## src/hdl/rbs_pkg.sv

```systemverilog
// ----------------------------------------------------------------------------
// rbs_pkg
// shared widths, constants and item types for the ray / box slab test
// ----------------------------------------------------------------------------
package rbs_pkg;

    localparam int COORD_WIDTH = 32;
    localparam int SEG_SCALE   = 1000;
    localparam int SCALE_W     = 10;
    localparam int AXES        = 3;
    localparam int LANES       = 2 * AXES;

    // box - origin and dir * scale, both exact
    localparam int NUM_W = COORD_WIDTH + 1;
    localparam int DEN_W = COORD_WIDTH + SCALE_W;

    // slab parameter: 32 fraction bits, saturated at 4.0
    localparam int T_FRAC    = 32;
    localparam int Q_W       = T_FRAC + 2;
    localparam int T_W       = T_FRAC + 4;
    localparam int R_W       = DEN_W + 2;
    localparam int DIV_STEPS = Q_W;
    localparam int ENTER_W   = 17;

    localparam logic signed [T_W-1:0] T_ZERO = '0;
    localparam logic signed [T_W-1:0] T_ONE  = T_W'(1) << T_FRAC;
    localparam logic signed [T_W-1:0] T_SAT  = T_W'(4) << T_FRAC;

    localparam int REQ_DEPTH = 2;
    localparam int REQ_PTR_W = $clog2(REQ_DEPTH);
    localparam int REQ_CNT_W = $clog2(REQ_DEPTH + 1);
    localparam int RES_DEPTH = 4;
    localparam int RES_PTR_W = $clog2(RES_DEPTH);
    localparam int RES_CNT_W = $clog2(RES_DEPTH + 1);

    typedef logic signed [COORD_WIDTH-1:0] t_coord;

    typedef struct packed {
        t_coord [AXES-1:0] origin;
        t_coord [AXES-1:0] dir;
        t_coord [AXES-1:0] box_min;
        t_coord [AXES-1:0] box_max;
    } t_ray_in;

    typedef struct packed {
        logic [AXES-1:0][NUM_W-1:0] num_lo;
        logic [AXES-1:0][NUM_W-1:0] num_hi;
        logic [AXES-1:0][DEN_W-1:0] den;
        logic [AXES-1:0]            zero;
        logic [AXES-1:0]            org_in;
    } t_slab_req;

    typedef struct packed {
        logic               hit;
        logic [ENTER_W-1:0] enter_param;
    } t_result;

endpackage

```

## src/hdl/rbs_req_queue.sv

```systemverilog
// ----------------------------------------------------------------------------
// rbs_req_queue
// short queue between the front and the divider pipeline
// ----------------------------------------------------------------------------
module rbs_req_queue (
    input  logic               i_clk,
    input  logic               i_rst_n,
    input  logic               i_push,
    input  rbs_pkg::t_slab_req i_data,
    output logic               o_full,
    input  logic               i_pop,
    output logic               o_empty,
    output rbs_pkg::t_slab_req o_data
);

    rbs_pkg::t_slab_req               r_mem [rbs_pkg::REQ_DEPTH];
    logic [rbs_pkg::REQ_PTR_W-1:0]    r_wr;
    logic [rbs_pkg::REQ_PTR_W-1:0]    r_rd;
    logic [rbs_pkg::REQ_CNT_W-1:0]    r_cnt;
    logic                             wr_en;
    logic                             rd_en;

    assign o_full  = (r_cnt == rbs_pkg::REQ_CNT_W'(rbs_pkg::REQ_DEPTH));
    assign o_empty = (r_cnt == '0);
    assign o_data  = r_mem[r_rd];
    assign wr_en   = i_push && !o_full;
    assign rd_en   = i_pop && !o_empty;

    always_ff @(posedge i_clk) begin
        if (!i_rst_n) begin
            r_wr  <= '0;
            r_rd  <= '0;
            r_cnt <= '0;
        end else begin
            if (wr_en) r_wr <= r_wr + 1'b1;
            if (rd_en) r_rd <= r_rd + 1'b1;
            if (wr_en && !rd_en) r_cnt <= r_cnt + 1'b1;
            else if (rd_en && !wr_en) r_cnt <= r_cnt - 1'b1;
        end
        if (wr_en) r_mem[r_wr] <= i_data;
    end

endmodule

```

## config.mk

```make
export PLATFORM = sky130hd
export DESIGN_NAME = rbs_req_queue
export DESIGN_NICKNAME = d
export VERILOG_FILES = /design/src/hdl/rbs_pkg.sv /design/src/hdl/rbs_req_queue.sv
export SDC_FILE = /design/constraint.sdc
export NUM_CORES = 1
export LEC_CHECK = 0
export BUFFER_PORTS_ARGS = -buffer_cell sky130_fd_sc_hd__buf_2
export CORE_AREA = 2 2 261 263
export CTS_BUF_LIST = sky130_fd_sc_hd__clkbuf_2 sky130_fd_sc_hd__clkbuf_4 sky130_fd_sc_hd__clkbuf_8
export CTS_CLUSTER_DIAMETER = 150
export DETAILED_ROUTE_END_ITERATION = 10
export DIE_AREA = 0 0 263 265
export PLACE_DENSITY = 0.71
export SLEW_MARGIN = 20
export SYNTH_ARGS = -nofsm -noshare
export SYNTH_HDL_FRONTEND = slang
export SYNTH_SLANG_ARGS = --single-unit
export TNS_END_PERCENT = 50
```

## constraint.sdc

```tcl
create_clock -name i_clk -period 20.6 [get_ports i_clk]
set_input_delay 1.03 -clock i_clk [delete_from_list [all_inputs] [get_ports i_clk]]
set_output_delay 1.03 -clock i_clk [all_outputs]
set_load 0.01 [all_outputs]
```

==> results.md <==
### STA
- 17.35 ps — clock skew
- 0 — final hold vios
- 24.42% — share of the clock period used by the worst path after layout
- 198.8 MHz — upper clock frequency limit
- 0 — count of endpoints failing setup in the final report
- 5031 ps — Min Clock Period, post-route
- false — unrepaired setup endpoints after global routing
- 15570 ps — post-layout worst setup margin
- 20.77% — Slew HR
- 0 — number of max-slew violations in the final report
- 0 ps — Fin Setup TNS
- 1188 ps — measured slew at the worst slew-check pin
- 534.5 ps — final hold slack

### Worst setup path
- 4 — worst reg2reg path depth
- flip-flop — Critical Path Source Type
- 17050 ps — FF-to-FF setup slack
- r_mem[1][287] — reg-to-reg critical path endpoint
- 19570 ps — required time of the worst setup path
- primary output — critical path capture point type
- 940 ps — CP max stage delay
- r_cnt[0] — Reg-to-Reg Start
- buf_12 -> buf_4 -> mux2_4 -> buf_2 — cells along the critical path
- reg2out — class of the most critical setup path
- o_data[68] — termination of the worst setup path
- sky130_fd_sc_hd__buf_4 — standard cell with the maximum stage delay on the critical path
- 123 — peak fanout along the critical path
- 4000 ps — Crit path arrival time

### Placement
- 0.8559 — Final Wtd Congestion
- 2563 — Cells after DPL
- 16290 ps — post-place setup slack
- 38120 um — sum of net half-perimeters after detailed placement
- 665 — number of buffers inserted by port buffering

### Floorplan
- 95 — standard-cell row count
- 666 — num ports
- 0.06970 sq mm — floorplan die area
- 38.30% — starting utilization of the core area
- 0.06680 sq mm — total core area
- 265 um — Die Y-Extent
- 263 um — floorplan die width

### Min path
- i_data[88] — Hold Crit Start
- in2reg — Hold Crit Class

### Pwr
- 87.31 uV — Peak supply drop
- 2.796 mW — internal power consumption
- 27.2% — share of power burned in combinational logic
- 1.088 mW — net switching power
- 27.4% — Clock power frac
- 45.4% — share of power burned in registers
- 28.00% — Switching Share
- 123.3 mW/mm^2 — Pwr Density
- 12.26 nW — Static Leak

### Layout
- 2131 — Nets
- 2763 — final non-filler cell total
- 47.16% — Layout Utilization
- 5620 — FILL cells
- 62.25% — layout cells sized above 1
- 23.14% — synthesis-to-finish area growth

### Logic synthesis
- 0 — warnings from Yosys
- sky130_fd_sc_hd__edfxtp_1, sky130_fd_sc_hd__mux2_4, sky130_fd_sc_hd__buf_12 — top cells by area in the synthesized netlist
- 24.32 sq um — average size of a mapped cell
- 1052 — instance count of the mapped netlist
- 0.02558 sq mm — combined area of all synthesized cells
- 1387 — Net Count, Synth
- 22 — Synth cell types
- 77.86% — sequential area share after synthesis
- 665 — number of synthesized register bits
- 77.47% — portion of synthesized cell area occupied by the leading cell type
- sky130_fd_sc_hd__edfxtp_1 — cell type with the highest aggregate area in the netlist

### Clock network
- 3 — Longest Clk Path Bufs
- 3 — count of H-tree levels built during CTS
- 0 — Post-CTS Repair Setup Buffers
- sky130_fd_sc_hd__clkbuf_8 — root buf cell
- 60 ps — CTS clk-pin slew, worst paths
- 0 — CTS hold repair buffers
- 0 — number of gates resized after cts
- 680 ps — insertion delay of the later-clocked pin in the worst-skew pair
- 104 — number of buffers created by CTS
- yes — TritonCTS clock tree
- 665 — Clock Sinks

### Detailed routing
- 20.18 um — routed wirelength normalized by instance count
- 862 — Detailed Route Iter0 Violations
- 12630 — vias after detailed routing
- 0 — count of nets left with antenna violations after detail routing
- 5 — number of optimization iterations in the first detailed-route pass
- 55760 um — total routed wirelength
- 0 — number of remaining DRC errors
- 4.570 — number of vias per cell after detailed routing

### Outcome
- completed — run status

### Global routing
- 167 — maximum number of pins on one net before global-route repair
- 15.34% — GRT Total Usage
- 0 — overflow left after global routing
- 80840 um — first-pass GRT wire length
- 13630 — via count of the first global-routing pass
- 27 — antenna violations before repair

### Run
- 0 — number of violations of the max-capacitance limit

[registers in the layout, indices dropped and copies added (netlist names), named ones only]
name,cells
r_rd,1
r_cnt,2
r_mem,660
r_wr,1
[power groups by stage]
stage / logic, mW / clock network, mW / registers (mW)
5_1_grt: 1.12 / 1.16 / 1.78
2_1_floorplan: 0.784 / 0 / 1.84
6_report: 1.06 / 1.06 / 1.76
4_1_cts: 1.07 / 1.10 / 1.76
3_5_place_dp: 1.06 / 0 / 1.79
3_3_place_gp: 1.05 / 0 / 1.78
[cells by family after synthesis]
family / after synthesis / synth area share (%)
flops: 665 / 77.86
mux: 330 / 18.93
buf+inv: 39 / 2.714
simple gates: 9 / 0.2153
compound gates: 5 / 0.1272
xor+xnor: 3 / 0.1027
fa+ha+maj: 1 / 0.04890
[cells in the final DEF, fill, tap and decap left out, types with 2 or more instances in the layout]
master	synthesis	layout
sky130_fd_sc_hd__mux2_4	300	300
sky130_fd_sc_hd__dfxtp_1	5	4
sky130_fd_sc_hd__buf_12	33	4
sky130_fd_sc_hd__buf_4	0	5
sky130_fd_sc_hd__diode_2	0	17
sky130_fd_sc_hd__clkbuf_8	0	105
sky130_fd_sc_hd__xnor2_1	2	2
sky130_fd_sc_hd__inv_1	2	2
sky130_fd_sc_hd__buf_2	3	665
sky130_fd_sc_hd__and2_1	3	3
sky130_fd_sc_hd__clkinv_8	0	3
sky130_fd_sc_hd__clkinvlp_4	0	2
sky130_fd_sc_hd__nor2_1	2	2
sky130_fd_sc_hd__clkinv_2	0	7
sky130_fd_sc_hd__clkinv_1	0	25
sky130_fd_sc_hd__mux2_2	30	30
sky130_fd_sc_hd__bufinv_16	0	2
sky130_fd_sc_hd__clkbuf_4	0	36
sky130_fd_sc_hd__edfxtp_1	660	660
[layer usage]
| metal | track usage, % | part of all wire [%] |
|---|---|---|
| met5 | 0 | 0.20 |
| met4 | 7.969 | 3.6 |
| met3 | 6.047 | 8.6 |
| met2 | 26.35 | 52 |
| met1 | 16.34 | 36 |
[synthesized netlist by cell type (all sizes together)]
library cell and count:
or3 1, nor3 1, nand2b 1, dfxtp 5
xor2 1, mux2 330, inv 2, xnor2 2
edfxtp 660, and3 1, and2 3, o21ai 2
buf 37, a21boi 2, nor2 2, o21a 1
ha 1
[layout make-up]
type                            instances  area [sq um]  area share (%)
Inverter                                2         7.507         0.02383
Antenna cell                           17         42.54          0.1350
Tap cell                              873          1092           3.467
Multi-Input combinational cell        348          4980           15.81
Clock buffer                          141          1715           5.445
Timing Repair Buffer                  675          3461           10.99
Sequential cell                       665         19920           63.24
Clock inverter                         42         281.5          0.8936
[critical path: cells and delay by family (launching register included)]
family | cells | cell delay (ps)
DFF | 1 | 870
muxes | 1 | 370
buffers and inverters | 3 | 1620
[metrics by stage]
step,instance area (sq um),power (mW)
6_report,31500,3.883
5_1_grt,31500,4.057
4_1_cts,31460,3.935
3_5_place_dp,29460,2.856
3_3_place_gp,29450,2.834
2_1_floorplan,25580,2.629
[worst min-delay path by stage]
stage / to / slack [ps] / cells after the start
after global routing: r_mem[1][173] / 460 / 1
after floorplan: r_cnt[1] / 480 / 2
final: r_mem[1][88] / 530 / 1
after CTS: r_mem[1][10] / 430 / 1
after detailed placement: r_cnt[1] / 560 / 2
after global placement: r_cnt[1] / 500 / 2
(Power assumes the default switching activity.)
