[src/hdl/rbs_pkg.sv]
// ----------------------------------------------------------------------------
// rbs_pkg
// shared widths, constants and item types for the ray / box slab test
// ----------------------------------------------------------------------------
package rbs_pkg;

    localparam int COORD_WIDTH = 32;
    localparam int SEG_SCALE   = 1000;
    localparam int SCALE_W     = 10;
    localparam int AXES        = 3;
    localparam int LANES       = 2 * AXES;

    // box - origin and dir * scale, both exact
    localparam int NUM_W = COORD_WIDTH + 1;
    localparam int DEN_W = COORD_WIDTH + SCALE_W;

    // slab parameter: 32 fraction bits, saturated at 4.0
    localparam int T_FRAC    = 32;
    localparam int Q_W       = T_FRAC + 2;
    localparam int T_W       = T_FRAC + 4;
    localparam int R_W       = DEN_W + 2;
    localparam int DIV_STEPS = Q_W;
    localparam int ENTER_W   = 17;

    localparam logic signed [T_W-1:0] T_ZERO = '0;
    localparam logic signed [T_W-1:0] T_ONE  = T_W'(1) << T_FRAC;
    localparam logic signed [T_W-1:0] T_SAT  = T_W'(4) << T_FRAC;

    localparam int REQ_DEPTH = 2;
    localparam int REQ_PTR_W = $clog2(REQ_DEPTH);
    localparam int REQ_CNT_W = $clog2(REQ_DEPTH + 1);
    localparam int RES_DEPTH = 4;
    localparam int RES_PTR_W = $clog2(RES_DEPTH);
    localparam int RES_CNT_W = $clog2(RES_DEPTH + 1);

    typedef logic signed [COORD_WIDTH-1:0] t_coord;

    typedef struct packed {
        t_coord [AXES-1:0] origin;
        t_coord [AXES-1:0] dir;
        t_coord [AXES-1:0] box_min;
        t_coord [AXES-1:0] box_max;
    } t_ray_in;

    typedef struct packed {
        logic [AXES-1:0][NUM_W-1:0] num_lo;
        logic [AXES-1:0][NUM_W-1:0] num_hi;
        logic [AXES-1:0][DEN_W-1:0] den;
        logic [AXES-1:0]            zero;
        logic [AXES-1:0]            org_in;
    } t_slab_req;

    typedef struct packed {
        logic               hit;
        logic [ENTER_W-1:0] enter_param;
    } t_result;

endpackage

[src/hdl/rbs_front.sv]
// ----------------------------------------------------------------------------
// rbs_front
// accepts items and forms slab numerators, scaled denominators and flags
// ----------------------------------------------------------------------------
module rbs_front (
    input  logic               i_clk,
    input  logic               i_rst_n,
    input  logic               i_push,
    input  rbs_pkg::t_ray_in   i_item,
    output logic               o_full,
    input  logic               i_req_full,
    output logic               o_req_push,
    output rbs_pkg::t_slab_req o_req
);

    logic                      r_fv;
    rbs_pkg::t_slab_req        r_req;
    rbs_pkg::t_slab_req        n_req;
    logic                      free;

    logic signed [rbs_pkg::NUM_W-1:0] v_org [rbs_pkg::AXES];
    logic signed [rbs_pkg::NUM_W-1:0] v_lo  [rbs_pkg::AXES];
    logic signed [rbs_pkg::NUM_W-1:0] v_hi  [rbs_pkg::AXES];
    logic signed [rbs_pkg::DEN_W-1:0] v_dir [rbs_pkg::AXES];

    assign free       = !r_fv || !i_req_full;
    assign o_full     = !free;
    assign o_req_push = r_fv && !i_req_full;
    assign o_req      = r_req;

    always_comb begin
        n_req = '0;
        for (int a = 0; a < rbs_pkg::AXES; a++) begin
            v_org[a] = rbs_pkg::NUM_W'(i_item.origin[a]);
            v_lo[a]  = rbs_pkg::NUM_W'(i_item.box_min[a]);
            v_hi[a]  = rbs_pkg::NUM_W'(i_item.box_max[a]);
            v_dir[a] = rbs_pkg::DEN_W'(i_item.dir[a]);
            n_req.num_lo[a] = v_lo[a] - v_org[a];
            n_req.num_hi[a] = v_hi[a] - v_org[a];
            n_req.den[a]    = v_dir[a] * rbs_pkg::DEN_W'(rbs_pkg::SEG_SCALE);
            n_req.zero[a]   = (i_item.dir[a] == '0);
            n_req.org_in[a] = !((v_org[a] < v_lo[a]) || (v_org[a] > v_hi[a]));
        end
    end

    always_ff @(posedge i_clk) begin
        if (!i_rst_n) begin
            r_fv <= 1'b0;
        end else if (free) begin
            r_fv <= i_push;
        end
        if (free && i_push) begin
            r_req <= n_req;
        end
    end

endmodule

[config.mk]
export PLATFORM = sky130hd
export DESIGN_NAME = rbs_front
export DESIGN_NICKNAME = d
export VERILOG_FILES = /design/src/hdl/rbs_pkg.sv /design/src/hdl/rbs_front.sv
export SDC_FILE = /design/constraint.sdc
export NUM_CORES = 2
export LEC_CHECK = 0
export BUFFER_PORTS_ARGS = -buffer_cell sky130_fd_sc_hd__buf_4
export CAP_MARGIN = 20
export CORE_MARGIN = 5
export CORE_UTILIZATION = 53
export CTS_CLUSTER_SIZE = 8
export DETAILED_ROUTE_END_ITERATION = 8
export PLACE_DENSITY = 0.89
export SLEW_MARGIN = 20
export SYNTH_ARGS = -nofsm -noshare
export SYNTH_HDL_FRONTEND = slang
export SYNTH_SLANG_ARGS = --single-unit
export TNS_END_PERCENT = 20
[constraint.sdc]
create_clock -name i_clk -period 15.2 [get_ports i_clk]
set_clock_uncertainty 0.15 [all_clocks]
set_input_delay 0 -clock i_clk [delete_from_list [all_inputs] [get_ports i_clk]]
set_output_delay 0 -clock i_clk [all_outputs]
set_load 0.1 [all_outputs]
==> run metrics <==
Setup crit start i_item[260]; slack of the critical path 9910 ps; CTS Buf Count 48; NetSw 5.10 mW; Initial Utilization 53.7%; # IOs 720; CTS Buffer Depth 3; DP Wirelength 107000 um; CP max-delay cell dlygate4sd3_1; Starting DRT DRC Count 5693; Compound-Gate Fraction of Synth Area 14.3%; Via density 6.09; post-CTS setup buffer count 0; RR Startpoint r_fv; H-tree depth 2; minimum clock period 5290 ps; crit-path max FO 6; RSZ-0062 raised after global routing no; Slew @ Worst Pin 1130 ps; PD cells 180 nW/um^2; failing checks DRC; die area 81300 um^2; crit share post-route 34.8%; Comb pwr share 71.8%; largest net degree at the start of global routing 73; Hold Path Class input pin to flip-flop; Total GRT Usage 39.1%; Ys Warns 0; Routed Antenna Nets 0; I/O Buffers 710; EDFF count, synth 321; flops & latches, synth 322; Clk Latency, worst-skew pair 600 ps; Root Driver clkbuf_16; Total Routed Length 163000 um; Hold Path Stages 3; Synth cell types 102; Switching Fraction 54.0%; Core Rows 100; CP required 15370 ps; number of max-cap violations 0; crit path DAT 5460 ps; WS Path Type input pin to flip-flop; top_reg_cell synth edfxtp_1; mux cell area share after synthesis 0.153%; CP startpoint kind input pin; CTS tree yes; first-pass GRT wire length 245000 um; P_int 4.33 mW; async set-reset flop share out of synthesis 0%; area growth from synthesis to layout 30.9%; Max Freq 189 MHz; outcome complete, but fails checks; CP Capture Point o_req[128]; CTS sink cnt 322; chip width 285 um; Seq/Total Area, Yosys 24.1%; GP Congestion 1.01; r2r setup slk 10450 ps; clock-pin transition on the worst setup and hold timing paths 60 ps; worst flop-to-flop path endpoint o_req[98]; DP Worst Slack 9960 ps; Final Hold Fails 0; initial antenna violation count 37; Max stage delay on crit path 570 ps; Storage cell area 9660 um^2; Pleak 26.7 nW; Critical Path Most Common Cell fa_1; CP Cell Sequence dlygate4sd3_1 > buf_4 > inv_1 > fa_1 > fa_1 > inv_1 > fa_1 > fa_1 > ha_1 > and2_1 > a31oi_2 > a31oi_4 > a221oi_4 > o21ai_2 > a211oi_2 > o21ai_2 > a31oi_1 > o311ai_1; Pins Over Slew Limit 0; XOR/XNOR share of the synthesized area 5.70%; worst reg-to-reg path cell count 6; largest family of logic cells by synthesized area adder cells; TritonRoute pass-1 iters 9; endpoint type of the worst setup path flip-flop; Fin Setup TNS 0 ps; clock share of power 11.4%; Syn Area/Cell 9.54 um^2; Max VDD drop 0.212 mV; Final nets 6724; chip height 285 um; Post-Synth Adder-Cell Area 36.4%; # DRC 158; drt wl/cell 25.5 um; core area 74700 um^2; post-synthesis cell count 4206; filler instances 4771; endpoints failing setup 0; vias in the first global route 40255; Synth Area in Simple Gates 8.18%; area of the multi-input gates 26000 um^2; Flop pwr share 16.8%; share of cells above drive strength 1 15.3%; Vias 39035; gr ovfl total 0; Worst slew margin 24.8%; Post-Syn Area 40100 um^2
## routing by layer
metal / vias to the layer above / GRT usage, % / part of all wire (%)
li1: 16293 / - / -
met1: 18213 / 41.3 / 32
met2: 3217 / 58.8 / 43
met3: 1278 / 20.1 / 15
met4: 34 / 30.0 / 11
met5: - / 5.06 / 0.33
## through the flow
| step | utilization (%) | area (um^2) | power, mW | hold slack, ps | instances |
|---|---|---|---|---|---|
| final | 70.3 | 52500 | 9.43 | 31.7 | 6414 |
| after floorplan | - | 40100 | 6.47 | -51.1 | 4214 |
| after global placement | 62.2 | 46500 | 7.74 | 63.1 | 5853 |
| after CTS | 70.2 | 52400 | 9.21 | 0.104 | 6383 |
| after detailed placement | 62.2 | 46500 | 7.92 | 71.5 | 5853 |
| after global routing | 70.2 | 52500 | 9.99 | 31.4 | 6396 |
## kinds of logic (layout without fill, tap and decap cells)
logic type / after synthesis / in the layout
AOI/OAI and AO/OA: 842 / 842
xor gates and xnor gates: 261 / 261
other: 1 / 40
buffers and inverters: 1177 / 2377
DFF: 322 / 322
muxes: 6 / 6
and+or+nand+nor: 653 / 653
adders and majority gates: 944 / 944
## placed cells by master (no fill, tap or decap), types with 9 or more instances in the layout
cell type	synthesis	final
dlygate4sd3_1	0	458
inv_1	1132	1132
o21a_1	50	50
conb_1	1	9
or3_1	18	18
fa_1	370	370
xnor2_1	172	172
a21oi_1	233	233
o21bai_1	33	33
nor3_1	46	46
clkbuf_1	27	14
ha_1	574	574
o31ai_1	10	10
nor2_1	151	151
and2_1	19	19
or2_2	10	10
nor2b_1	47	45
o211ai_1	12	12
o2111ai_1	11	11
and3_1	30	30
a211oi_1	26	26
nand2_1	148	148
a31oi_1	36	36
o21ai_0	131	131
buf_4	11	715
nand2b_1	36	36
xor2_1	89	89
diode_2	0	31
nand4_1	51	51
o21ai_1	10	10
edfxtp_1	321	321
a21o_1	156	156
clkbuf_16	0	49
nand3_1	57	57
## layout make-up
| cell class | count | share of cell area (%) |
|---|---|---|
| diodes | 31 | 0.148 |
| clock buffers | 64 | 2.46 |
| clock inverters | 8 | 0.169 |
| inverters | 1132 | 8.09 |
| multi-input cells | 2715 | 49.5 |
| flip-flops and latches | 322 | 18.4 |
| well taps | 969 | 2.31 |
| repair buffers | 1173 | 19.0 |
## sequential cells by signal, summed over array words and instances, names as in the netlist
signal,count
o_req,321
r_fv,1
## worst min-delay path by stage
stage,start,to
floorplan,i_item[193],o_req[10]
global placement,i_rst_n,r_fv
detailed placement,i_rst_n,r_fv
CTS,i_item[295],o_req[139]
global route,i_item[55],o_req[188]
finish,i_push,r_fv
## timing repair
item	in CTS	in global routing
setup endpoints to repair	0	0
gates resized for setup	0	0
hold endpoints to repair	222	0
hold buffers	458	0
## critical path: cells and delay by family
family	cells	cell delay (ps)
fa+ha+maj	5	2320
compound gates	8	1990
buf+inv	4	980
simple gates	1	180
## power by group through the flow
stage | registers [mW] | logic (mW) | clock network (mW)
final | 1.58 | 6.77 | 1.08
after global routing | 1.59 | 7.29 | 1.11
after CTS | 1.57 | 6.58 | 1.06
after detailed placement | 1.57 | 6.35 | 0
after global placement | 1.58 | 6.17 | 0
after floorplan | 3.13 | 3.34 | 0
## Yosys cell counts, types with 8 or more instances
library cell | number | area, um^2
a2111oi_0 | 9 | 78.8
a211oi_1 | 26 | 195
a21boi_0 | 8 | 60.1
a21o_1 | 156 | 1170
a21oi_1 | 233 | 1170
a31oi_1 | 36 | 225
and2_1 | 19 | 119
and3_1 | 30 | 188
buf_4 | 11 | 82.6
clkbuf_1 | 27 | 101
edfxtp_1 | 321 | 9640
fa_1 | 370 | 7410
ha_1 | 574 | 7180
inv_1 | 1132 | 4250
nand2_1 | 148 | 556
nand2b_1 | 36 | 225
nand3_1 | 57 | 285
nand4_1 | 51 | 319
nor2_1 | 151 | 567
nor2b_1 | 47 | 294
nor3_1 | 46 | 230
o2111ai_1 | 11 | 96.3
o211ai_1 | 12 | 90.1
o21a_1 | 50 | 375
o21ai_0 | 131 | 656
o21ai_1 | 10 | 50.1
o21bai_1 | 33 | 248
o31a_1 | 8 | 70.1
o31ai_1 | 10 | 75.1
or2_2 | 10 | 62.6
or3_1 | 18 | 113
xnor2_1 | 172 | 1510
xor2_1 | 89 | 780
(Power assumes the default switching activity.)
