**src/hdl/rbs_pkg.sv**
```systemverilog
// ----------------------------------------------------------------------------
// rbs_pkg
// shared widths, constants and item types for the ray / box slab test
// ----------------------------------------------------------------------------
package rbs_pkg;

    localparam int COORD_WIDTH = 32;
    localparam int SEG_SCALE   = 1000;
    localparam int SCALE_W     = 10;
    localparam int AXES        = 3;
    localparam int LANES       = 2 * AXES;

    // box - origin and dir * scale, both exact
    localparam int NUM_W = COORD_WIDTH + 1;
    localparam int DEN_W = COORD_WIDTH + SCALE_W;

    // slab parameter: 32 fraction bits, saturated at 4.0
    localparam int T_FRAC    = 32;
    localparam int Q_W       = T_FRAC + 2;
    localparam int T_W       = T_FRAC + 4;
    localparam int R_W       = DEN_W + 2;
    localparam int DIV_STEPS = Q_W;
    localparam int ENTER_W   = 17;

    localparam logic signed [T_W-1:0] T_ZERO = '0;
    localparam logic signed [T_W-1:0] T_ONE  = T_W'(1) << T_FRAC;
    localparam logic signed [T_W-1:0] T_SAT  = T_W'(4) << T_FRAC;

    localparam int REQ_DEPTH = 2;
    localparam int REQ_PTR_W = $clog2(REQ_DEPTH);
    localparam int REQ_CNT_W = $clog2(REQ_DEPTH + 1);
    localparam int RES_DEPTH = 4;
    localparam int RES_PTR_W = $clog2(RES_DEPTH);
    localparam int RES_CNT_W = $clog2(RES_DEPTH + 1);

    typedef logic signed [COORD_WIDTH-1:0] t_coord;

    typedef struct packed {
        t_coord [AXES-1:0] origin;
        t_coord [AXES-1:0] dir;
        t_coord [AXES-1:0] box_min;
        t_coord [AXES-1:0] box_max;
    } t_ray_in;

    typedef struct packed {
        logic [AXES-1:0][NUM_W-1:0] num_lo;
        logic [AXES-1:0][NUM_W-1:0] num_hi;
        logic [AXES-1:0][DEN_W-1:0] den;
        logic [AXES-1:0]            zero;
        logic [AXES-1:0]            org_in;
    } t_slab_req;

    typedef struct packed {
        logic               hit;
        logic [ENTER_W-1:0] enter_param;
    } t_result;

endpackage

```
**src/hdl/rbs_res_queue.sv**
```systemverilog
// ----------------------------------------------------------------------------
// rbs_res_queue
// result queue that faces the consumer
// ----------------------------------------------------------------------------
module rbs_res_queue (
    input  logic             i_clk,
    input  logic             i_rst_n,
    input  logic             i_push,
    input  rbs_pkg::t_result i_data,
    output logic             o_full,
    input  logic             i_pop,
    output logic             o_empty,
    output rbs_pkg::t_result o_data
);

    rbs_pkg::t_result              r_mem [rbs_pkg::RES_DEPTH];
    logic [rbs_pkg::RES_PTR_W-1:0] r_wr;
    logic [rbs_pkg::RES_PTR_W-1:0] r_rd;
    logic [rbs_pkg::RES_CNT_W-1:0] r_cnt;
    logic                          wr_en;
    logic                          rd_en;

    assign o_full  = (r_cnt == rbs_pkg::RES_CNT_W'(rbs_pkg::RES_DEPTH));
    assign o_empty = (r_cnt == '0);
    assign o_data  = r_mem[r_rd];
    assign wr_en   = i_push && !o_full;
    assign rd_en   = i_pop && !o_empty;

    always_ff @(posedge i_clk) begin
        if (!i_rst_n) begin
            r_wr  <= '0;
            r_rd  <= '0;
            r_cnt <= '0;
        end else begin
            if (wr_en) r_wr <= r_wr + 1'b1;
            if (rd_en) r_rd <= r_rd + 1'b1;
            if (wr_en && !rd_en) r_cnt <= r_cnt + 1'b1;
            else if (rd_en && !wr_en) r_cnt <= r_cnt - 1'b1;
        end
        if (wr_en) r_mem[r_wr] <= i_data;
    end

endmodule

```
**config.mk**
```make
export PLATFORM = sky130hd
export DESIGN_NAME = rbs_res_queue
export DESIGN_NICKNAME = d
export VERILOG_FILES = /design/src/hdl/rbs_pkg.sv /design/src/hdl/rbs_res_queue.sv
export SDC_FILE = /design/constraint.sdc
export NUM_CORES = 1
export LEC_CHECK = 0
export BUFFER_PORTS_ARGS = -buffer_cell sky130_fd_sc_hd__buf_2
export CORE_MARGIN = 2
export CORE_UTILIZATION = 40
export CTS_BUF_LIST = sky130_fd_sc_hd__clkbuf_8 sky130_fd_sc_hd__clkbuf_16
export CTS_CLUSTER_SIZE = 20
export DETAILED_ROUTE_END_ITERATION = 8
export PLACE_DENSITY = 0.55
export SYNTH_ARGS = -nofsm -noshare
export SYNTH_HDL_FRONTEND = slang
export SYNTH_SLANG_ARGS = --single-unit
export TNS_END_PERCENT = 5
```
**constraint.sdc**
```tcl
create_clock -name i_clk -period 4.45 [get_ports i_clk]
set_input_delay 0.89 -clock i_clk [delete_from_list [all_inputs] [get_ports i_clk]]
set_output_delay 0.89 -clock i_clk [all_outputs]
set_load 0.01 [all_outputs]
```
==> results.json, run 1 <==
{
  "cts_buffers": 9,
  "synth_area_leaders": "edfxtp_1, mux4_2, dfxtp_1",
  "syn_area_per_cell_um2": 21.8,
  "root_buffer": "clkbuf_8",
  "place_congestion": 0.660,
  "synth_area_um2": 3090,
  "dr.pass1.iters": 4,
  "overflow": 0,
  "antenna_found_initial": 0,
  "cp-end-kind": "primary output",
  "vias": 1440,
  "r2r_cells": 8,
  "drc_errors": 0,
  "r2r_slack_ns": 2.09,
  "die_w_um": 91.9,
  "layout_common_cells": "edfxtp_1, buf_2, mux4_2",
  "cap_violations": 0,
  "initial_core_util": 0.406,
  "hold_viol": 0,
  "timing.fmax_ghz": 0.354,
  "drive_above_1_share": 0.397,
  "final_common_cell": "edfxtp_1",
  "synth_top_area_frac": 0.699,
  "nFillCells": 663,
  "worst_skew_pair.late_latency_ns": 0.34,
  "synthCells": 142,
  "vias_per_cell": 4.86,
  "clock_path_buffers": 2,
  "setup_viol": 0,
  "final_nets": 217,
  "yosysSeqAreaShare": 0.758,
  "ctsHtreeMaxLevel": 3,
  "grt_start_max_net_pins": 19,
  "power_density_nw_per_um2": 588,
  "syn_nets": 170,
  "drtAntennaViolNets": 0,
  "ys_seq_elements": 81,
  "finalCriticalPeriod_ns": 2.82,
  "cts_resized": 0,
  "cts_tree": "done",
  "routed_wl_um": 5100,
  "maxSlewViolCount": 0,
  "grt_pass1_vias": 1567,
  "dieArea_um2": 8450,
  "slew_headroom": 0.331,
  "grtUsageTotal": 0.133,
  "max_slew.worst_pin.slew_ns": 1.00,
  "clkTransAtPathRegs_ns": 0.07,
  "rsz0062_at_grt": "false",
  "diodes": 0,
  "rows": 32,
  "reg2reg_to": "r_cnt[2]",
  "yosys_warnings": 0,
  "ir_drop_mv": 0.224,
  "fin_skew_ns": 0.00554,
  "ios": 42,
  "crit_path_end": "o_data[5]",
  "drt_iter0_drc": 81,
  "power_leakage_nw": 1.26,
  "grt_pass1_wl_um": 8210,
  "outcome": "finished, final reports clean",
  "hpwl_um": 3220,
  "cts.sinks": 81,
  "fin_tns_setup_ns": 0,
  "crit_type": "register to primary output",
  "start_kind": "register",
  "cts_hold_buf": 0,
  "synth_cell_types": 23,
  "cp.required_ns": 3.56,
  "syn_to_final_growth_pct": 17.7,
  "reg2reg_from": "r_cnt[0]",
  "hp-class": "register to register",
  "core_um2": 7610,
  "yosys.area.top_type": "edfxtp_1",
  "worstPathMaxFanout": 14,
  "die_y_um": 91.9,
  "p_total_mw": 2.14,
  "cts_setup_buffers": 0,
  "port_buffers": 41,
  "finalCritPeriodShare": 0.635,
  "wire_per_inst_um": 17.2,
  "worstPathArrival_ns": 1.93
}
==> Yosys cell counts <==
| cell | count |
|---|---|
| or3_1 | 1 |
| and2_1 | 8 |
| a21boi_1 | 1 |
| xnor2_1 | 3 |
| nor3b_2 | 1 |
| ha_1 | 5 |
| clkbuf_1 | 1 |
| xor2_1 | 1 |
| o311ai_1 | 1 |
| buf_6 | 1 |
| mux2i_1 | 3 |
| fa_1 | 1 |
| edfxtp_1 | 72 |
| o31ai_2 | 1 |
| dfxtp_1 | 9 |
| nor2b_1 | 2 |
| nand2_1 | 4 |
| buf_12 | 1 |
| buf_2 | 3 |
| mux4_2 | 18 |
| o21ai_0 | 1 |
| inv_1 | 3 |
| nor3_1 | 1 |
==> report_power, final <==
part           total, mW  internal, mW  leakage, nW  switching, mW
Clock              0.678         0.425        0.134          0.253
Sequential         0.991         0.928        0.734         0.0631
Combinational      0.470         0.244        0.395          0.225
Total               2.14          1.60         1.26          0.541
==> metrics by stage <==
step	hold slack, ns	worst slack, ns	instance area [µm²]	util	cells
2_1_floorplan	0.468	2.08	3090	-	142
3_3_place_gp	0.482	1.77	3380	0.445	280
3_5_place_dp	0.500	1.70	3380	0.445	280
4_1_cts	0.511	1.55	3640	0.478	296
5_1_grt	0.551	1.48	3640	0.478	296
6_report	0.515	1.63	3640	0.478	296
==> cell type report <==
cell class,count,area [µm²],share of cell area
tap,102,128,0.0351
inverter,3,11.3,0.00309
timing repair buffer,42,213,0.0584
clock buffer,9,124,0.0340
multi-input combinational,52,688,0.189
sequential,81,2340,0.644
clock inverter,7,134,0.0368
==> registers in the layout, summed over array words and instances (netlist names), named ones only <==
signal	flops
r_mem	72
r_cnt	3
r_rd	2
r_wr	2
==> worst max-delay path, cell delays in order, from the launching register on <==
cell	delay, ns
dfxtp_1	0.51
buf_4	0.36
mux4_2	0.56
buf_2	0.16
==> routing by layer <==
| metal | vias to the layer above | global-route usage | part of all wire |
|---|---|---|---|
| li1 | 663 | - | - |
| met1 | 737 | 0.170 | 0.45 |
| met2 | 31 | 0.210 | 0.49 |
| met3 | 9 | 0.0460 | 0.044 |
| met4 | 0 | 0.0510 | 0.016 |
| met5 | - | 0 | 0 |
==> how the worst min path moves through the flow <==
stage / from / endpoint / slack (ns) / cells after the start
after global placement: r_wr[1] / r_wr[1] / 0.48 / 2
after CTS: r_wr[1] / r_wr[1] / 0.51 / 2
final: r_wr[0] / r_wr[0] / 0.52 / 2
after detailed placement: r_wr[1] / r_wr[1] / 0.50 / 2
after floorplan: r_wr[1] / r_wr[1] / 0.47 / 2
after global routing: r_wr[1] / r_wr[1] / 0.55 / 2
==> cell families after synthesis <==
family / share of synthesized area
adders and majority gates: 0.0267
AOI/OAI and AO/OA: 0.0109
DFF: 0.758
muxes: 0.141
buffers and inverters: 0.0198
and+or+nand+nor: 0.0328
xor gates and xnor gates: 0.0113
Power figures use the tool's default switching activity.
==> run 2: changes to the inputs <==
==> constraint.sdc (replaced) <==
create_clock -name i_clk -period 2.72 [get_ports i_clk]
set_input_delay 0.544 -clock i_clk [delete_from_list [all_inputs] [get_ports i_clk]]
set_output_delay 0.544 -clock i_clk [all_outputs]
set_load 0.01 [all_outputs]
==> results.json, run 2 (same netlist as run 1, synthesis figures left out) <==
{
  "outcome": "finished, final reports clean",
  "cap_violations": 0,
  "vias": 1447,
  "p_seq_frac": 0.475,
  "start_kind": "register",
  "cp.required_ns": 2.18,
  "die_y_um": 91.9,
  "diodes": 0,
  "seq_area_um2": 2340,
  "clock_path_buffers": 2,
  "cts_setup_buffers": 0,
  "port_buffers": 41,
  "finalCritPeriodShare": 0.843,
  "grt_pass1_wl_um": 8100,
  "clockPowerShare": 0.276,
  "ctsHtreeMaxLevel": 3,
  "hold_depth": 1,
  "cts_tree": "done",
  "final_util": 0.478,
  "grt_start_max_net_pins": 19,
  "regMostFlops": "r_mem",
  "routed_wl_um": 5120,
  "hold_viol": 0,
  "overflow": 0,
  "cts_resized": 0,
  "power_density_nw_per_um2": 915,
  "rsz0062_at_grt": "false",
  "final_nets": 223,
  "worstPathMaxFanout": 18,
  "root_buffer": "clkbuf_8",
  "reg_top3": "r_mem x72, r_cnt x3",
  "ir_drop_mv": 0.386,
  "slew_headroom": 0.747,
  "slowest_stage": "mux4_2",
  "grtUsageTotal": 0.134,
  "syn_to_final_growth_pct": 17.7,
  "multi_input_area_um2": 688,
  "cpPeakStageDelay_ns": 0.58,
  "dr.pass1.iters": 3,
  "grt_pass1_vias": 1564,
  "r2r_cells": 8,
  "max_slew.worst_pin.slew_ns": 0.380,
  "fin_tns_setup_ns": 0,
  "cts_buffers": 9,
  "crit_path_cell_trace": "buf_4 > mux4_2 > buf_2",
  "hpwl_um": 3250,
  "drive_above_1_share": 0.405,
  "hp-class": "primary input to register",
  "vias_per_cell": 4.79,
  "fin_skew_ns": 0.0113,
  "worstPathArrival_ns": 1.75,
  "power.internal_mw": 2.44,
  "p_comb_frac": 0.249,
  "cts_hold_buf": 0,
  "timing.fmax_ghz": 0.436,
  "wire_per_inst_um": 16.9,
  "switching_share": 0.267,
  "power_leakage_nw": 1.27,
  "cp-end-kind": "primary output",
  "initial_core_util": 0.406,
  "finalCriticalPeriod_ns": 2.29,
  "nFillCells": 653,
  "drtAntennaViolNets": 0,
  "maxSlewViolCount": 0,
  "drt_iter0_drc": 114,
  "dp_slack_ns": 0.517,
  "fin_ws_ns": 0.428,
  "antenna_found_initial": 0,
  "clkTransAtPathRegs_ns": 0.08,
  "crit_type": "register to primary output",
  "final_common_cell": "edfxtp_1",
  "core_um2": 7610,
  "setup_viol": 0,
  "place_congestion": 0.660,
  "layout_common_cells": "edfxtp_1, buf_2, mux4_2",
  "largest_reg_flops": 72,
  "rows": 32,
  "drc_errors": 0,
  "worst_skew_pair.late_latency_ns": 0.35,
  "cts.sinks": 81,
  "die_w_um": 91.9,
  "p_sw_uw": 887,
  "dieArea_um2": 8450,
  "ios": 42
}
==> run 2: cell types whose count changed in the layout (fill, tap and decap cells not counted) <==
cell        previous run  this run
buf_4                  1         7
bufinv_16              4         2
clkinv_2               2         0
clkinv_1               0         1
clkinv_4               0         1
clkinvlp_4             0         1
inv_1                  4         5
==> run 2: routing by layer <==
layer / wire length (µm) / GRT usage / up-vias
li1: - / - / 670
met1: 2150 / 0.158 / 740
met2: 2620 / 0.221 / 28
met3: 248 / 0.0526 / 9
met4: 90 / 0.0522 / 0
met5: 0 / 0 / -
==> run 2: area by class of cell <==
class | instances | area share
Sequential cell | 81 | 0.644
Multi-Input combinational cell | 52 | 0.189
Timing Repair Buffer | 48 | 0.0708
Tap cell | 102 | 0.0351
Clock buffer | 9 | 0.0340
Clock inverter | 7 | 0.0241
Inverter | 3 | 0.00309
==> run 2: power by group through the flow <==
stage / Sequential (mW) / Clock (mW) / Combinational [mW]
finish: 1.58 / 0.920 / 0.830
global route: 1.59 / 0.996 / 0.913
global placement: 1.60 / 0 / 0.829
CTS: 1.58 / 0.947 / 0.858
detailed placement: 1.61 / 0 / 0.854
floorplan: 1.59 / 0 / 0.608
==> run 2: stage by stage <==
stage | hold slack (ns) | total power, mW | cells | cell area [µm²]
after floorplan | 0.468 | 2.20 | 142 | 3090
after global placement | 0.477 | 2.43 | 286 | 3430
after detailed placement | 0.495 | 2.46 | 286 | 3430
after CTS | 0.390 | 3.39 | 302 | 3640
after global routing | 0.388 | 3.50 | 302 | 3640
final | 0.404 | 3.33 | 302 | 3640
==> run 2: path summary, 6_finish.rpt <==
kind / from / endpoint / slack (ns)
worst max-delay path: register / o_data[6] / 0.43
worst min-delay path: i_data[7] / r_mem[3][7] / 0.40
worst max register to register: r_cnt[0] / r_cnt[2] / 0.56
worst min register to register: r_wr[1] / r_wr[1] / 0.50
==> run 2: worst max-delay path: cells and delay by family, from the launching register on <==
kind	cells	cell delay, ns
multiplexers	1	0.58
flip-flops	1	0.31
buffers and inverters	2	0.50
==> run 3: changes to the inputs <==
--- a/config.mk
+++ b/config.mk
@@ -11,7 +11,7 @@
 export CTS_BUF_LIST = sky130_fd_sc_hd__clkbuf_8 sky130_fd_sc_hd__clkbuf_16
 export CTS_CLUSTER_SIZE = 20
 export DETAILED_ROUTE_END_ITERATION = 8
-export PLACE_DENSITY = 0.55
+export PLACE_DENSITY = 0.57
 export SYNTH_ARGS = -nofsm -noshare
 export SYNTH_HDL_FRONTEND = slang
 export SYNTH_SLANG_ARGS = --single-unit
==> constraint.sdc (replaced) <==
create_clock -name i_clk -period 2 [get_ports i_clk]
set_input_delay 0.4 -clock i_clk [delete_from_list [all_inputs] [get_ports i_clk]]
set_output_delay 0.4 -clock i_clk [all_outputs]
set_load 0.01 [all_outputs]
==> results.json, run 3 (same netlist as run 1, synthesis figures left out) <==
{
  "power_density_nw_per_um2": 1280,
  "cp-end-kind": "primary output",
  "reg2reg_from": "r_cnt[2]",
  "finalCriticalPeriod_ns": 1.98,
  "switching_share": 0.266,
  "drive_above_1_share": 0.478,
  "ctsHtreeMaxLevel": 3,
  "ir_drop_mv": 0.681,
  "root_buffer": "clkbuf_8",
  "clockPowerShare": 0.258,
  "die_y_um": 91.9,
  "cts.sinks": 81,
  "finalCritPeriodShare": 0.988,
  "clock_path_buffers": 2,
  "drc_errors": 0,
  "grt_pass1_vias": 1648,
  "hold_depth": 1,
  "worst_skew_pair.late_latency_ns": 0.34,
  "largest_reg_flops": 72,
  "crit_type": "register to primary output",
  "clkTransAtPathRegs_ns": 0.08,
  "ios": 42,
  "grt_start_max_net_pins": 19,
  "port_buffers": 41,
  "fin_hold_ws_ns": 0.263,
  "worstPathArrival_ns": 1.58,
  "fin_ws_ns": 0.0232,
  "p_total_mw": 4.91,
  "cpPeakStageDelay_ns": 0.53,
  "p_comb_frac": 0.294,
  "regMostFlops": "r_mem",
  "reg_top3": "r_mem x72, r_cnt x3",
  "final_common_cell": "edfxtp_1",
  "fin_tns_setup_ns": 0,
  "maxSlewViolCount": 0,
  "worstPathMaxFanout": 9,
  "drtAntennaViolNets": 0,
  "vias_per_cell": 4.86,
  "dieArea_um2": 8450,
  "cts_hold_buf": 0,
  "power.internal_mw": 3.61,
  "core_um2": 7610,
  "rows": 32,
  "cap_violations": 0,
  "slew_headroom": 0.788,
  "reg2reg_to": "r_cnt[2]",
  "holdPathEnd": "r_mem[0][17]",
  "overflow": 0,
  "hpwl_um": 3480,
  "final_util": 0.506,
  "cts_buffers": 9,
  "vias": 1503,
  "hold_start": "i_data[17]",
  "syn_to_final_growth_pct": 24.5,
  "rsz0062_at_grt": "true",
  "drt_iter0_drc": 101,
  "dr.pass1.iters": 4,
  "r2r_slack_ns": 0.03,
  "wire_per_inst_um": 17.4,
  "hp-class": "primary input to register",
  "final_nets": 231,
  "initial_core_util": 0.406,
  "dp_slack_ns": -0.0899,
  "timing.fmax_ghz": 0.506,
  "die_w_um": 91.9,
  "fin_skew_ns": 0.0104,
  "layout_common_cells": "edfxtp_1, buf_2, mux4_2",
  "power_leakage_nw": 1.34,
  "hold_viol": 0,
  "outcome": "finished, final reports clean",
  "crit_path_cell_trace": "buf_12 > mux4_2 > buf_6",
  "grtUsageTotal": 0.142,
  "routed_wl_um": 5370,
  "p_seq_frac": 0.448,
  "slowest_stage": "mux4_2",
  "place_congestion": 0.686,
  "grt_pass1_wl_um": 8720,
  "setup_viol": 0,
  "r2r_cells": 8,
  "cp.required_ns": 1.60,
  "cts_tree": "done",
  "diodes": 0,
  "antenna_found_initial": 0,
  "max_slew.worst_pin.slew_ns": 0.313,
  "start_kind": "register",
  "p_sw_mw": 1.31
}
==> run 3: changes by cell type in the layout (fill, tap and decap cells not counted), moves of 2 or more <==
cell	change
buf_2	-13
buf_6	+13
dfxtp_4	+3
inv_1	-2
dfxtp_1	-4
buf_4	+6
==> run 3: worst max-delay path by stage <==
stage               startpoint         end  slack, ns  cells past startpoint
floorplan             r_cnt[2]    r_cnt[2]       0.01                      9
global placement      r_cnt[1]    r_cnt[2]       0.08                      7
detailed placement    r_cnt[2]    r_cnt[2]      -0.09                      8
CTS                   r_cnt[2]    r_cnt[2]      -0.04                      8
global route          r_cnt[2]    r_cnt[2]      -0.07                      8
finish                register  o_data[13]       0.02                      3
==> run 3: per-layer routing <==
layer,GRT usage,share of wire,vias up
li1,-,-,692
met4,0.0746,0.019,0
met3,0.0353,0.038,11
met2,0.235,0.52,31
met5,0,0,-
met1,0.171,0.42,769
==> run 3: worst max-delay path, delay by kind of cell (launching register included) <==
| kind | cells | cell delay, ns |
|---|---|---|
| mux | 1 | 0.53 |
| buf+inv | 2 | 0.30 |
| flops | 1 | 0.40 |
==> run 3: timing repair <==
item | CTS | global route
pin swaps | 1 | 3
setup buffers | 1 | 2
endpoints found under the setup margin | 18 | 19
resized for setup | 10 | 14
cloned | 1 | 0
==> run 3: through the flow <==
| stage | cells | instance area, µm² |
|---|---|---|
| 2_1_floorplan | 142 | 3090 |
| 3_3_place_gp | 290 | 3470 |
| 3_5_place_dp | 290 | 3470 |
| 4_1_cts | 307 | 3760 |
| 5_1_grt | 309 | 3850 |
| 6_report | 309 | 3850 |
==> run 3: power groups by stage <==
stage                     sequential [mW]  clock [mW]  combinational (mW)
final                                2.20        1.27                1.45
after global routing                 2.22        1.38                1.58
after CTS                            2.20        1.31                1.33
after detailed placement             2.20           0                1.20
after global placement               2.18           0                1.16
after floorplan                      2.17           0               0.827
==> run 3: final cells by class <==
cell class | instances | area [µm²]
Clock inverter | 6 | 92.6
Multi-Input combinational cell | 52 | 708
Timing Repair Buffer | 56 | 432
Tap cell | 102 | 128
Clock buffer | 9 | 124
Fill cell | 639 | 3760
Inverter | 3 | 11.3
Sequential cell | 81 | 2350
